## src/rtl/core/assert_macros.svh

```systemverilog
// ----------------------------------------------------------------------------
// assert_macros.svh
// shared concurrent assertion macros, clocked on clk_i and gated by rst_ni
// ----------------------------------------------------------------------------
`ifndef ASSERT_MACROS_SVH
`define ASSERT_MACROS_SVH

// condition holds at every clock edge outside reset
`define ASSERT_ALWAYS(lbl, cond, msg) \
  lbl: assert property (@(posedge clk_i) disable iff (!rst_ni) (cond)) \
    else $error(msg);

// consequent holds in the cycle after the antecedent
`define ASSERT_NEXT(lbl, ante, cons, msg) \
  lbl: assert property (@(posedge clk_i) disable iff (!rst_ni) (ante) |=> (cons)) \
    else $error(msg);

`endif

```

## src/rtl/core/iso2jp_pkg.sv

```systemverilog
// ----------------------------------------------------------------------------
// iso2jp_pkg
// types, constants and the per-byte decode function of the ISO-2022-JP decoder
// ----------------------------------------------------------------------------
`timescale 1ns / 1ps

package iso2jp_pkg;

  localparam logic [7:0]  ESC_BYTE    = 8'h1b;
  localparam logic [15:0] KANA_BASE   = 16'hff61;
  localparam logic [7:0]  KANA_LOW    = 8'ha1;
  localparam logic [7:0]  KANA_HIGH   = 8'hdf;
  localparam logic [7:0]  JIS_LOW     = 8'h21;
  localparam logic [7:0]  JIS_HIGH    = 8'h7e;
  localparam logic [15:0] REPLACEMENT = 16'hfffd;

  localparam logic [7:0] INTRO_1BYTE = 8'h28;
  localparam logic [7:0] INTRO_2BYTE = 8'h24;
  localparam logic [7:0] FINAL_ASCII = 8'h42;
  localparam logic [7:0] FINAL_KANA  = 8'h49;
  localparam logic [7:0] FINAL_JIS78 = 8'h40;
  localparam logic [7:0] FINAL_JIS83 = 8'h42;

  localparam int unsigned QUEUE_DEPTH = 4;
  localparam int unsigned PTR_W       = $clog2(QUEUE_DEPTH);
  localparam int unsigned CNT_W       = $clog2(QUEUE_DEPTH + 1);

  typedef enum logic [3:0] {
    CS_ASCII = 4'b0001,
    CS_KANA  = 4'b0010,
    CS_JIS78 = 4'b0100,
    CS_JIS83 = 4'b1000
  } charset_e;

  typedef enum logic [2:0] {
    ESC_NONE = 3'b001,
    ESC_SEEN = 3'b010,
    ESC_HELD = 3'b100
  } esc_stage_e;

  typedef enum logic {
    KIND_UNICODE = 1'b0,
    KIND_JIS     = 1'b1
  } code_kind_e;

  typedef struct packed {
    logic [15:0] value;
    logic        kind;
    logic        last;
  } res_t;

  typedef struct packed {
    logic        emit;
    logic [15:0] value;
    logic        kind;
    logic        lead_p;
    logic [7:0]  lead_b;
    logic        esc_start;
  } plain_res_t;

  function automatic logic in_jis(input logic [7:0] b);
    return (b >= JIS_LOW) && (b <= JIS_HIGH);
  endfunction

  // decode one byte with no escape pending
  function automatic plain_res_t decode_plain(input charset_e cs, input logic lead_p,
                                              input logic [7:0] lead_b, input logic [7:0] x,
                                              input logic last);
    plain_res_t r;
    r = '0;
    r.lead_b = lead_b;
    if (lead_p) begin
      r.emit = 1'b1;
      if (in_jis(lead_b) && in_jis(x)) begin
        r.value = {lead_b, x};
        r.kind  = KIND_JIS;
      end else begin
        r.value = REPLACEMENT;
        r.kind  = KIND_UNICODE;
      end
    end else if (x == ESC_BYTE) begin
      r.esc_start = !last;
    end else if (cs == CS_ASCII) begin
      r.emit  = 1'b1;
      r.kind  = KIND_UNICODE;
      r.value = x[7] ? REPLACEMENT : {8'h00, x};
    end else if (cs == CS_KANA) begin
      r.emit = 1'b1;
      r.kind = KIND_UNICODE;
      if ((x >= KANA_LOW) && (x <= KANA_HIGH)) begin
        r.value = KANA_BASE + {8'h00, x} - {8'h00, KANA_LOW};
      end else begin
        r.value = REPLACEMENT;
      end
    end else begin
      if (last) begin
        r.emit  = 1'b1;
        r.kind  = KIND_UNICODE;
        r.value = REPLACEMENT;
      end else begin
        r.lead_p = 1'b1;
        r.lead_b = x;
      end
    end
    return r;
  endfunction

endpackage

```

## src/rtl/core/iso2022jp_stream_decoder_core.sv

```systemverilog
// Latency: a beat's results enter the output queue at the accepting edge and show
// on the output from the next cycle on.
// Throughput: one input beat per cycle while the four-entry output queue holds at
// most two results; a beat yields at most two results.
// Reset: async active-low; charset goes to ASCII, no escape or lead byte pending,
// output queue empty. End of stream clears the same state but for the queue.
// ----------------------------------------------------------------------------
// iso2022jp_stream_decoder_core
// ISO-2022-JP byte decoder with charset tracking and a small result queue
// ----------------------------------------------------------------------------
`timescale 1ns / 1ps
`include "assert_macros.svh"

module iso2022jp_stream_decoder_core
  import iso2jp_pkg::*;
(
  input  logic        clk_i,
  input  logic        rst_ni,
  input  logic        in_valid_i,
  output logic        in_ready_o,
  input  logic [7:0]  in_byte_i,
  input  logic        end_of_stream_i,
  output logic        out_valid_o,
  input  logic        out_ready_i,
  output logic [15:0] code_value_o,
  output logic        code_kind_o,
  output logic        run_last_o
);

  charset_e   cs_q, cs_d;
  esc_stage_e esc_q, esc_d;
  logic [7:0] held_q, held_d;
  logic       lead_q, lead_d;
  logic [7:0] lead_b_q, lead_b_d;

  res_t             fifo_q [QUEUE_DEPTH];
  logic [PTR_W-1:0] wr_ptr_q, rd_ptr_q;
  logic [CNT_W-1:0] cnt_q;

  logic       in_fire, out_fire;
  logic       last;
  logic [7:0] first_byte;
  logic       matched;
  charset_e   match_cs;
  plain_res_t r1, r2;
  logic       emit0, emit1;
  res_t       res0, res1;
  res_t       push_a, push_b;
  logic [1:0] push_n;

  assign in_fire  = in_valid_i && in_ready_o;
  assign out_fire = out_valid_o && out_ready_i;
  assign last     = end_of_stream_i;

  assign in_ready_o  = (cnt_q <= CNT_W'(QUEUE_DEPTH - 2));
  assign out_valid_o = (cnt_q != '0);
  assign code_value_o = fifo_q[rd_ptr_q].value;
  assign code_kind_o  = fifo_q[rd_ptr_q].kind;
  assign run_last_o   = fifo_q[rd_ptr_q].last;

  // escape sequence match
  always_comb begin
    matched  = 1'b1;
    match_cs = CS_ASCII;
    if ((held_q == INTRO_1BYTE) && (in_byte_i == FINAL_ASCII)) begin
      match_cs = CS_ASCII;
    end else if ((held_q == INTRO_1BYTE) && (in_byte_i == FINAL_KANA)) begin
      match_cs = CS_KANA;
    end else if ((held_q == INTRO_2BYTE) && (in_byte_i == FINAL_JIS78)) begin
      match_cs = CS_JIS78;
    end else if ((held_q == INTRO_2BYTE) && (in_byte_i == FINAL_JIS83)) begin
      match_cs = CS_JIS83;
    end else begin
      matched = 1'b0;
    end
  end

  // first pass decodes the held byte on a failed escape, else the new byte
  assign first_byte = (esc_q == ESC_HELD) ? held_q : in_byte_i;
  assign r1 = decode_plain(cs_q, lead_q, lead_b_q, first_byte,
                           (esc_q == ESC_HELD) ? 1'b0 : last);
  assign r2 = decode_plain(cs_q, r1.lead_p, r1.lead_b, in_byte_i, last);

  always_comb begin
    cs_d     = cs_q;
    esc_d    = esc_q;
    held_d   = held_q;
    lead_d   = lead_q;
    lead_b_d = lead_b_q;
    emit0    = 1'b0;
    emit1    = 1'b0;
    res0     = '{value: r1.value, kind: r1.kind, last: 1'b1};
    res1     = '{value: r2.value, kind: r2.kind, last: 1'b1};
    unique case (esc_q)
      ESC_NONE: begin
        emit0    = r1.emit;
        lead_d   = r1.lead_p;
        lead_b_d = r1.lead_b;
        esc_d    = r1.esc_start ? ESC_SEEN : ESC_NONE;
      end
      ESC_SEEN: begin
        if (last) begin
          emit0 = r1.emit;
          esc_d = ESC_NONE;
        end else begin
          held_d = in_byte_i;
          esc_d  = ESC_HELD;
        end
      end
      ESC_HELD: begin
        if (matched) begin
          cs_d  = match_cs;
          esc_d = ESC_NONE;
        end else if (r1.esc_start && !last) begin
          held_d = in_byte_i;
          esc_d  = ESC_HELD;
        end else begin
          emit0    = r1.emit;
          emit1    = r2.emit;
          lead_d   = r2.lead_p;
          lead_b_d = r2.lead_b;
          esc_d    = r2.esc_start ? ESC_SEEN : ESC_NONE;
        end
      end
      default: begin
        esc_d = ESC_NONE;
      end
    endcase
    if (last) begin
      cs_d     = CS_ASCII;
      esc_d    = ESC_NONE;
      held_d   = '0;
      lead_d   = 1'b0;
      lead_b_d = '0;
    end
    res0.last = !emit1;
  end

  // compact the up to two results of a beat
  always_comb begin
    push_a = emit0 ? res0 : res1;
    push_b = res1;
    push_n = in_fire ? (2'(emit0) + 2'(emit1)) : 2'd0;
  end

  always_ff @(posedge clk_i or negedge rst_ni) begin
    if (!rst_ni) begin
      cs_q     <= CS_ASCII;
      esc_q    <= ESC_NONE;
      held_q   <= '0;
      lead_q   <= 1'b0;
      lead_b_q <= '0;
      wr_ptr_q <= '0;
      rd_ptr_q <= '0;
      cnt_q    <= '0;
    end else begin
      if (in_fire) begin
        cs_q     <= cs_d;
        esc_q    <= esc_d;
        held_q   <= held_d;
        lead_q   <= lead_d;
        lead_b_q <= lead_b_d;
      end
      wr_ptr_q <= wr_ptr_q + PTR_W'(push_n);
      if (out_fire) begin
        rd_ptr_q <= rd_ptr_q + PTR_W'(1);
      end
      cnt_q <= cnt_q + CNT_W'(push_n) - CNT_W'(out_fire);
    end
  end

  always_ff @(posedge clk_i) begin
    if (push_n != 2'd0) begin
      fifo_q[wr_ptr_q] <= push_a;
    end
    if (push_n == 2'd2) begin
      fifo_q[wr_ptr_q + PTR_W'(1)] <= push_b;
    end
  end

  `ASSERT_ALWAYS(a_queue_bound, cnt_q <= CNT_W'(QUEUE_DEPTH), "result queue overflow")
  `ASSERT_ALWAYS(a_lead_esc_excl, !(lead_q && (esc_q != ESC_NONE)),
                 "lead byte and escape pending together")
  `ASSERT_NEXT(a_eos_reset, in_fire && end_of_stream_i,
               (cs_q == CS_ASCII) && (esc_q == ESC_NONE) && !lead_q,
               "state not cleared after end of stream")
  `ASSERT_NEXT(a_count_step, in_fire && !out_fire,
               cnt_q >= $past(cnt_q), "queue count dropped without a pop")

endmodule

```

## config.mk

```make
export PLATFORM = sky130hd
export DESIGN_NAME = iso2022jp_stream_decoder_core
export DESIGN_NICKNAME = d
export VERILOG_FILES = /design/src/rtl/core/iso2jp_pkg.sv /design/src/rtl/core/iso2022jp_stream_decoder_core.sv
export VERILOG_INCLUDE_DIRS = /design/src /design/src/rtl/core
export SDC_FILE = /design/constraint.sdc
export NUM_CORES = 1
export LEC_CHECK = 0
export ABC_CLOCK_PERIOD_IN_PS = 12550
export BUFFER_PORTS_ARGS = -buffer_cell sky130_fd_sc_hd__buf_4
export CAP_MARGIN = 5
export CORE_MARGIN = 3
export CORE_UTILIZATION = 60
export CTS_BUF_LIST = sky130_fd_sc_hd__clkbuf_8
export DETAILED_ROUTE_END_ITERATION = 16
export PLACE_DENSITY = 0.85
export SLEW_MARGIN = 15
export SYNTH_ARGS = -nofsm -noshare
export SYNTH_HDL_FRONTEND = slang
export SYNTH_SLANG_ARGS = --single-unit
```

## constraint.sdc

```tcl
create_clock -name clk_i -period 12.55 [get_ports clk_i]
set_clock_uncertainty 0.2 [all_clocks]
set_input_delay 1.255 -clock clk_i [delete_from_list [all_inputs] [get_ports clk_i]]
set_output_delay 1.255 -clock clk_i [all_outputs]
set_load 0.1 [all_outputs]
```

**Word level (Yosys, flattened, before mapping)**

Memory sizes are Yosys's and may differ from the RTL's.
Cells that the tools add are included.

- $add $sub $neg: 10
- $lt $le $gt $ge: 13
- Equality and inequality tests: 16
- Muxes and demuxes: 70
- Reductions and logical operators: 27

Operator list:

| operator | number |
|---|---|
| two-way mux 18 bit | 9 |
| two-way mux 16 bit | 4 |
| two-way mux 8 bit | 7 |
| two-way mux 27 bit | 2 |
| two-way mux 9 bit | 6 |
| two-way mux 17 bit | 2 |
| >= comparator 8 x 6 -> 1 bit (second input constant) | 4 |
| less-or-equal comparator 8 x 7 -> 1 bit (second input constant) | 4 |
| case mux 8 bit (2 select lines) | 2 |
| two-way mux 4 bit | 7 |
| == test 8 x 7 -> 1 bit (second input constant) | 3 |
| subtractor 10 x 9 -> 11 bit (second input constant) | 2 |
| adder 9 x 9 -> 10 bit (first input constant) | 2 |
| two-way mux 1 bit | 20 |
| two-way mux 10 bit | 2 |
| == test 8 x 5 -> 1 bit (second input constant) | 2 |
| == test 8 x 6 -> 1 bit (second input constant) | 2 |
| >= comparator 8 bit (second input constant) | 2 |
| less-or-equal comparator 8 bit (second input constant) | 2 |
| logical AND 1 bit | 15 |
| two-way mux 3 bit | 3 |
| case mux 3 bit (3 select lines) | 1 |
| nonzero test 3 bit | 3 |
| AND reduction 4 bit | 2 |
| other kinds (20) | 28 |

- Flip-flop bits (word level): 31
- Bits in writable memories: 72
- Bits of input ports: 13
- Output and inout port bits: 20
- Word-level logic and storage cells: 145
- Memories kept: 1

Memories:

| memory | words | width | rd ports | clocked after Yosys merged registers in | wr ports | RTL line | text |
|---|---|---|---|---|---|---|---|
| fifo_q | 4 | 18 | 1 | 0 | 2 | iso2022jp_stream_decoder_core.sv:36 | `res_t fifo_q [QUEUE_DEPTH];` |

**Logic depth before layout (Yosys ltp)**

Gate-level depths: netlist (run 1).

- Depth in word-level cells: 22
- Mapped depth: 24
- Depth with buffers taken out: 20

**Least setup slack after synthesis (run 1)**

OpenSTA, ideal clock, no wires.

- Kind: input to register
- From: in in_byte_i[7]
- To: reg cnt_q[2]
- Library setup time: 123 ps
- Arrival: 4,976 ps
- Data required time: 12,227 ps
- Slack: 7,252 ps
- Cell stages on the path: 21
- Path buffers: 1
- Cell sequence: inv_1 nor2_1 a21oi_1 ha_1 and4b_1 nand4_1 a21oi_2 nor2_1 nand2_1 inv_1 ha_1 clkbuf_1 and3_1 inv_1 ha_1 inv_1 ha_1 inv_1 fa_1 xor2_1 xnor2_1

- Word-level cells in the longest chain between the ends: 12
- Elaborated cells between the ends (all ways): 32
- Those cells by class: 3 x add/sub; 5 x eq/ne; 19 x mux; 5 x reduce/logical

RTL lines:

| item | RTL line | text |
|---|---|---|
| start, declared | iso2022jp_stream_decoder_core.sv:21 | `input logic [7:0] in_byte_i,` |
| two-way mux 8 bit or == test 8 x 7 -> 1 bit (tied branches) | iso2022jp_stream_decoder_core.sv:79, iso2022jp_stream_decoder_core.sv:65, iso2022jp_stream_decoder_core.sv:71 |  |
| == test 8 x 5 -> 1 bit or logical AND 1 bit (tied branches) | iso2jp_pkg.sv:81, iso2022jp_stream_decoder_core.sv:71 |  |
| two-way mux 1 bit, or another cell as far along | iso2jp_pkg.sv:81 | `end else if (x == ESC_BYTE) begin` |
| two-way mux 10 bit or two-way mux 1 bit (tied branches) | iso2jp_pkg.sv:72, iso2022jp_stream_decoder_core.sv:69 |  |
| logical AND 1 bit, or another cell as far along | iso2022jp_stream_decoder_core.sv:114 | `end else if (r1.esc_start && !last) begin` |
| two-way mux 1 bit, on equally long branches | iso2022jp_stream_decoder_core.sv:114, iso2022jp_stream_decoder_core.sv:65 |  |
| two-way mux 1 bit | iso2022jp_stream_decoder_core.sv:111 | `if (matched) begin` |
| case mux 1 bit (3 select lines) or two-way mux 1 bit (tied branches) | iso2022jp_stream_decoder_core.sv:94 | `unique case (esc_q)` |
| adder 1 x 1 -> 2 bit * | iso2022jp_stream_decoder_core.sv:143 | `push_n = in_fire ? (2'(emit0) + 2'(emit1)) : 2'd0;` |
| two-way mux 2 bit * | iso2022jp_stream_decoder_core.sv:143 |  |
| adder 3 x 2 -> 3 bit * | iso2022jp_stream_decoder_core.sv:168 | `cnt_q <= cnt_q + CNT_W'(push_n) - CNT_W'(out_fire);` |
| subtractor 3 x 1 -> 3 bit * | iso2022jp_stream_decoder_core.sv:168 |  |
| end signal, assigned | iso2022jp_stream_decoder_core.sv:168 |  |
| end, declared | iso2022jp_stream_decoder_core.sv:38 | `logic [CNT_W-1:0] cnt_q;` |

Every way passes the cells marked *; elsewhere a longest branch is shown, timed or not.
A chain may end at the register's enable or synchronous reset.

==> metrics, run 1 <==
outcome completed; Ys Warns 0; count leader, synth edfxtp_1; first-pass GRT wire length around 30000 um; CP arrival roughly 5.8 ns; total I/O pin count 33; drt drc 0; Hold-fix buffers, CTS 0; Top FF cell, synth edfxtp_1; setup bufs post-CTS 0; largest net degree at the start of global routing 32; filler cell count approximately 800; period utilisation layout 47.8%; largest family of logic cells by synthesized area compound AO/OA/AOI/OAI gates; Synth cell types 86; Mean Syn Cell Area 10.7 um^2; port bufs 32; Sink Count 103; die outline area 12200 um^2; combinational power share 52.5%; setup_tns 0 ns; Cells after Synth 610; CP endpoint kind register; DRT Pass-1 Iters 6; Die X-Extent around 110 um; Nets 650; post-synthesis mux area share a little over a tenth; Int Pwr a little over 0.8 mW; simple-gate share of the synthesized area between 15 and 20%; NetSw ~0.8 mW; required time worst endpoint ~12 ns; CTS tree yes; Max Clk Rate between 150 and 200 MHz; Area growth, synth to finish 7.44%; P_leak around 2.6 nW; Reg power frac ~33%; Period minus WS final approximately 6.0 ns; Max VDD drop 0.000183 V; Core ar. ~10000 um^2; Synth top area share between 30% and 40%; vias in the first global route about 5300; Total Routing Usage GR 32.6%; Hold WC Path Type register to register; startpoint class of the critical path input port; Mapped Nets roughly 640; initial core utilization a little over three fifths; share of layout cells above drive strength 1 20.1%; Fin. Hold Viols 0; Die H roughly 110 um; setup violation total in the final timing report 0; routability cong. 1.02; total of max-cap violations 0; First DRT Iteration DRCs 657; Clock Path Buffers 2; total vias in the final route between 5000 and 6000; slew margin rel. between 30% and 40%; post-CTS sizing 0; clock insertion delay at the later pin of the skew report 0.40 ns; Clk pwr share between 10 and 15%; depth of the CTS H-tree 3; crit-path max FO 18; power density over cell area around 230 nW/um^2; commonest cells in the synthesized netlist edfxtp_1, nand2_1, nor2_1, o22ai_1; Root Buffer clkbuf_8; GRT Residual Overflow 0; EDFF count, synth 68; synthesized cell area between 6000 and 7000 um^2; # diodes 0; Synth Area in XOR/XNOR 0.939%; final core utilization roughly two thirds; clock edge transition at the registers on the reported setup and hold paths approximately 0.10 ns; WL/cell between 20 and 25 um; fin. max-slew vios 0; total wire length roughly 19000 um; post-synth top area cell edfxtp_1; Rows 37; Synth Area in Compound Gates approximately a fifth; initial antenna violation count 0; drt via density around 7.3; register area share after synthesis between 40 and 50%; Async SR Flop Fraction a little under a third; Post-Synth Adder-Cell Area about 3%; Sw Ratio 50.2%; Worst-Margin Slew 1.05 ns; RSZ-0062 raised after global routing no; largest cells by area after synthesis edfxtp_1, dfrtp_1, mux4_2, o22ai_1, mux2_2; critical path class input port to register; #FFs+latches synth approximately 100; TritonCTS Buffers 9; DP HPWL ~14000 um; ANT nets after route 0
==> power groups by stage <==
stage / Sequential [mW] / Clock [mW] / Combinational [mW]
after floorplan: 0.485 / 0 / 0.697
after global placement: 0.530 / 0 / 0.818
after detailed placement: 0.536 / 0 / 0.835
after CTS: 0.529 / 0.235 / 0.840
after global routing: 0.541 / 0.249 / 0.898
final: 0.532 / 0.237 / 0.849
==> cells by family (layout without fill, tap and decap cells) <==
logic type / Yosys count / count (layout)
compound gates: 189 / 189
xor+xnor: 7 / 7
simple gates: 198 / 198
flops: 103 / 103
mux: 46 / 46
buf+inv: 52 / 69
fa+ha+maj: 15 / 15
==> path summary, 6_finish.rpt <==
path                                   start      endpoint  slack (ns)  cells after the start
worst max register to register      esc_q[2]  fifo_q[3][3]        6.65                     16
worst min-delay path            fifo_q[2][0]  fifo_q[2][0]        0.27                      1
min in group asynchronous             rst_ni     held_q[5]        0.58                      1
worst min register to register  fifo_q[2][0]  fifo_q[2][0]        0.27                      1
max in group asynchronous             rst_ni      esc_q[0]       11.21                      1
worst max-delay path            in_byte_i[7]  fifo_q[3][3]        6.55                     16
==> area by class of cell <==
type / instances / area (um^2) / area share [%]
multi-input combinational: 455 / 3400 / 48.4
sequential: 103 / 2900 / 41.3
timing repair buffer: 34 / 255 / 3.64
tap: 136 / 170 / 2.43
clock buffer: 9 / 124 / 1.77
clock inverter: 7 / 95.1 / 1.36
inverter: 19 / 71.3 / 1.02
==> worst max-delay path, stage by stage <==
cell and delay [ns]:
buf_4 0.13, inv_1 0.16, nor2_1 0.07, a21oi_1 0.29, ha_1 0.26, and4b_1 0.20
nand4_1 0.27, a21oi_2 0.36, nor2_1 0.17, nand2_1 0.34, inv_1 0.17, ha_1 0.47
nor2_1 0.08, nor2_1 0.19, nand3_1 0.50, nand2_1 0.87
==> sequential cells by signal (all words and copies together) (netlist names) <==
name      count
wr_ptr_q      2
lead_q        1
rd_ptr_q      2
held_q        8
cs_q          4
esc_q         3
fifo_q       72
lead_b_q      8
cnt_q         3
==> layer usage <==
layer / global-route usage, % / routed length (um) / vias up
li1: - / - / 2419
met1: 43.5 / 7000 / 2656
met2: 52.9 / 9000 / 434
met3: 5.71 / 2010 / 82
met4: 13.3 / 774 / 0
met5: 0 / 0 / -
==> cells in the final DEF (no fill, tap or decap), drive strengths merged, types with 4 or more instances in the layout <==
master    n
edfxtp   68
nand2    49
nor2     49
o22ai    48
o21ai    40
buf      34
a21oi    31
dfrtp    29
inv      22
nand3    21
mux2     20
mux4     18
ha       14
o32ai    12
nor3     11
clkbuf    9
nor2b     8
mux2i     8
nand2b    7
a211oi    7
nor4      7
nand4     6
or3       6
a21o      5
and2      5
nor3b     5
xor2      4
and4      4
o2111ai   4
o21bai    4
dfxtp     4
and3      4
o211ai    4
==> metrics by stage <==
| stage | std cells | total power, mW | cell area (um^2) | hold WS [ns] | worst slack (ns) |
|---|---|---|---|---|---|
| after detailed placement | 747 | 1.37 | 6790 | 0.251 | 6.27 |
| after floorplan | 610 | 1.18 | 6530 | 0.231 | 7.25 |
| after CTS | 763 | 1.60 | 7010 | 0.274 | 6.66 |
| after global routing | 763 | 1.69 | 7010 | 0.298 | 6.09 |
| final | 763 | 1.62 | 7010 | 0.273 | 6.55 |
| after global placement | 747 | 1.35 | 6790 | 0.237 | 6.47 |
No activity file was read; power rests on OpenSTA's default activity.
==> run 2: changes to the inputs <==
Settings changed: ABC_AREA set to 1, ABC_CLOCK_PERIOD_IN_PS 12550 to 5200, CORE_UTILIZATION 60 to 58, PLACE_DENSITY 0.85 to 0.86.
Clock period 12.55 ns to 5.2 ns, I/O delays scaled along.
==> metrics, run 2 <==
outcome completed; register area share after synthesis a little over two fifths; Clock Path Buffers 2; Period minus WS final 4.74 ns; Die X-Extent 115 um; most frequent CP cell nand2_2; Sw Ratio approximately 57%; setup bufs post-CTS 0; Synth top area share 29.4%; Total Routing Usage GR between 20 and 30%; placed inst area just over 7000 um^2; Slowest-stage cell, CP clkinv_1; DRT Pass-1 Iters 7; Mean Syn Cell Area about 7.5 um^2; initial antenna violation count 0; required time worst endpoint 5.13 ns; Max Clk Rate 211 MHz; setup ws final around 0.46 ns; clock insertion delay at the later pin of the skew report just under 0.4 ns; first-pass GRT wire length around 30000 um; depth of the CTS H-tree 3; setup_tns 0 ns; commonest cells in the synthesized netlist nand2_1, nand3_1, inv_1; Hold WC Path Type input port to register; Min Hold Slack about 0.19 ns; Mapped Nets between 900 and 1000; DP HPWL 13100 um; WL/cell 17.0 um; RSZ-0062 raised after global routing no; ANT nets after route 0; synthesized cell area approximately 6900 um^2; Area growth, synth to finish 7.23%; biggest regs fifo_q (72), held_q (8), lead_b_q (8); slew margin rel. approximately a third; # diodes 0; Top FF cell, synth edfxtp_1; critical path cell sequence nor2_4 -> nand2_4 -> o21ai_2 -> ha_1 -> nand3_2 -> nor2_2 -> nand2_2 -> nor2_2 -> nand2_2 -> nand3_1 -> o211ai_1 -> nand2_2 -> inv_2 -> ha_1 -> inv_1 -> nor2_1 -> nor2_1 -> inv_1 -> nand2_1 -> clkinv_1 -> nand3_1 -> o21ai_0; CP arrival ~4.7 ns; power after layout ~4.4 mW; commonest non-fill, non-tap cell in the layout nand2_1; First DRT Iteration DRCs 772; total I/O pin count 33; Reg power frac between 20% and 30%; Int Pwr between 1.5 and 2 mW; Layout Cell Area excl Fill approximately 7400 um^2; setup violation total in the final timing report 0; NetSw 2.55 mW; Synth cell types 50; Core ar. about 12000 um^2; total wire length 18500 um; vias in the first global route between 5000 and 6000; Max VDD drop roughly 0.00027 V; P_leak 3.36 nW; CP endpoint kind register; Cells after Synth around 920; Nets 970; EDFF count, synth approximately 70; post-synth top area cell edfxtp_1; commonest cells after routing, fill and taps aside nand2_1, nand3_1, inv_1, nor2_1, o21ai_0; Sink Count around 100; clock edge transition at the registers on the reported setup and hold paths 0.10 ns; port bufs 32; Layout Cells excl Fill 1090; die outline area 13300 um^2; initial core utilization approximately 60%; Clk pwr share between 10% and 20%; combinational power share 62.2%; largest net degree at the start of global routing 40; Rows 39; share of layout cells above drive strength 1 between 10% and 20%; period utilisation layout 91.2%; largest cells by area after synthesis edfxtp_1, nand2_1, dfrtp_1, nand3_1, o21ai_0; GRT Residual Overflow 0; pre-CTS worst setup slack roughly 0.26 ns; routability cong. around 1.0; Root Buffer clkbuf_8; Reg2Reg Setup Slack 0.46 ns; crit-path max FO 17; Die H roughly 120 um; Async SR Flop Fraction approximately 30%; total of max-cap violations 0; Ys Warns 0; power density over cell area ~590 nW/um^2; placed cell count roughly 1100; Worst-Margin Slew 0.978 ns; Largest register FFs between 70 and 80; startpoint class of the critical path register; slowest cell delay on critical path 0.49 ns; CTS tree yes; drt drc 0; final core utilization 64.4%; TritonCTS Buffers 9; Largest Register fifo_q; count leader, synth nand2_1; fin. max-slew vios 0; Fin. Hold Viols 0; drt via density approximately 6.1; #FFs+latches synth 103; critical path class register to register; total vias in the final route around 6600
[run 2: cell count changes in the layout (fill, tap and decap cells not counted), sizes merged, moves of 18 or more]
cell,change
inv,+69
nor2,+35
mux4,-18
mux2,-20
nand2,+211
a21oi,-19
nand3,+132
o21ai,+47
o22ai,-28
[run 2: metal layers]
| layer | GRT usage, % | part of all wire (%) | vias to the layer above |
|---|---|---|---|
| met5 | 0 | 0 | - |
| met3 | 4.70 | 11 | 43 |
| li1 | - | - | 3172 |
| met2 | 44.9 | 45 | 414 |
| met1 | 40.4 | 41 | 3004 |
| met4 | 11.0 | 2.4 | 0 |
[run 2: critical path, delay by kind of cell (launching register included)]
family / cells / cell delay, ns
AOI/OAI and AO/OA: 3 / 0.50
buffers and inverters: 4 / 0.79
adders and majority gates: 2 / 0.59
and+or+nand+nor: 13 / 1.95
DFF: 1 / 0.45
[run 2: cells by family after synthesis]
family	count (synthesis)	synth area share, %
fa+ha+maj	15	2.81
simple gates	529	35.1
xor+xnor	6	0.757
flops	103	41.8
buf+inv	127	7.60
compound gates	143	11.9
[run 2: layout make-up]
class	instances	area, um^2
timing repair buffer	41	310
sequential	103	2900
tap	143	179
clock inverter	7	46.3
fill	1019	4120
inverter	94	363
clock buffer	9	124
multi-input combinational	693	3520
[run 2: power groups by stage]
stage          logic, mW  clock network, mW  registers [mW]
3_5_place_dp        2.72                  0            1.23
3_3_place_gp        2.68                  0            1.22
2_1_floorplan       2.19                  0            1.17
5_1_grt             2.98              0.509            1.23
4_1_cts             2.73              0.472            1.21
6_report            2.75              0.463            1.21
[run 2: what timing repair did]
item,in CTS,in global routing
endpoints found under the hold margin,29,0
resized for setup,0,5
hold buffers,1,0
endpoints found under the setup margin,0,87
[run 2: worst paths after layout]
path	from	to	cells after the start
worst max register to register	esc_q[1]	fifo_q[2][17]	22
min in group asynchronous	rst_ni	held_q[0]	2
worst max-delay path	esc_q[1]	fifo_q[2][17]	22
worst min register to register	fifo_q[0][0]	fifo_q[0][0]	2
worst min-delay path	in_byte_i[5]	held_q[5]	3
max in group asynchronous	rst_ni	cs_q[0]	2
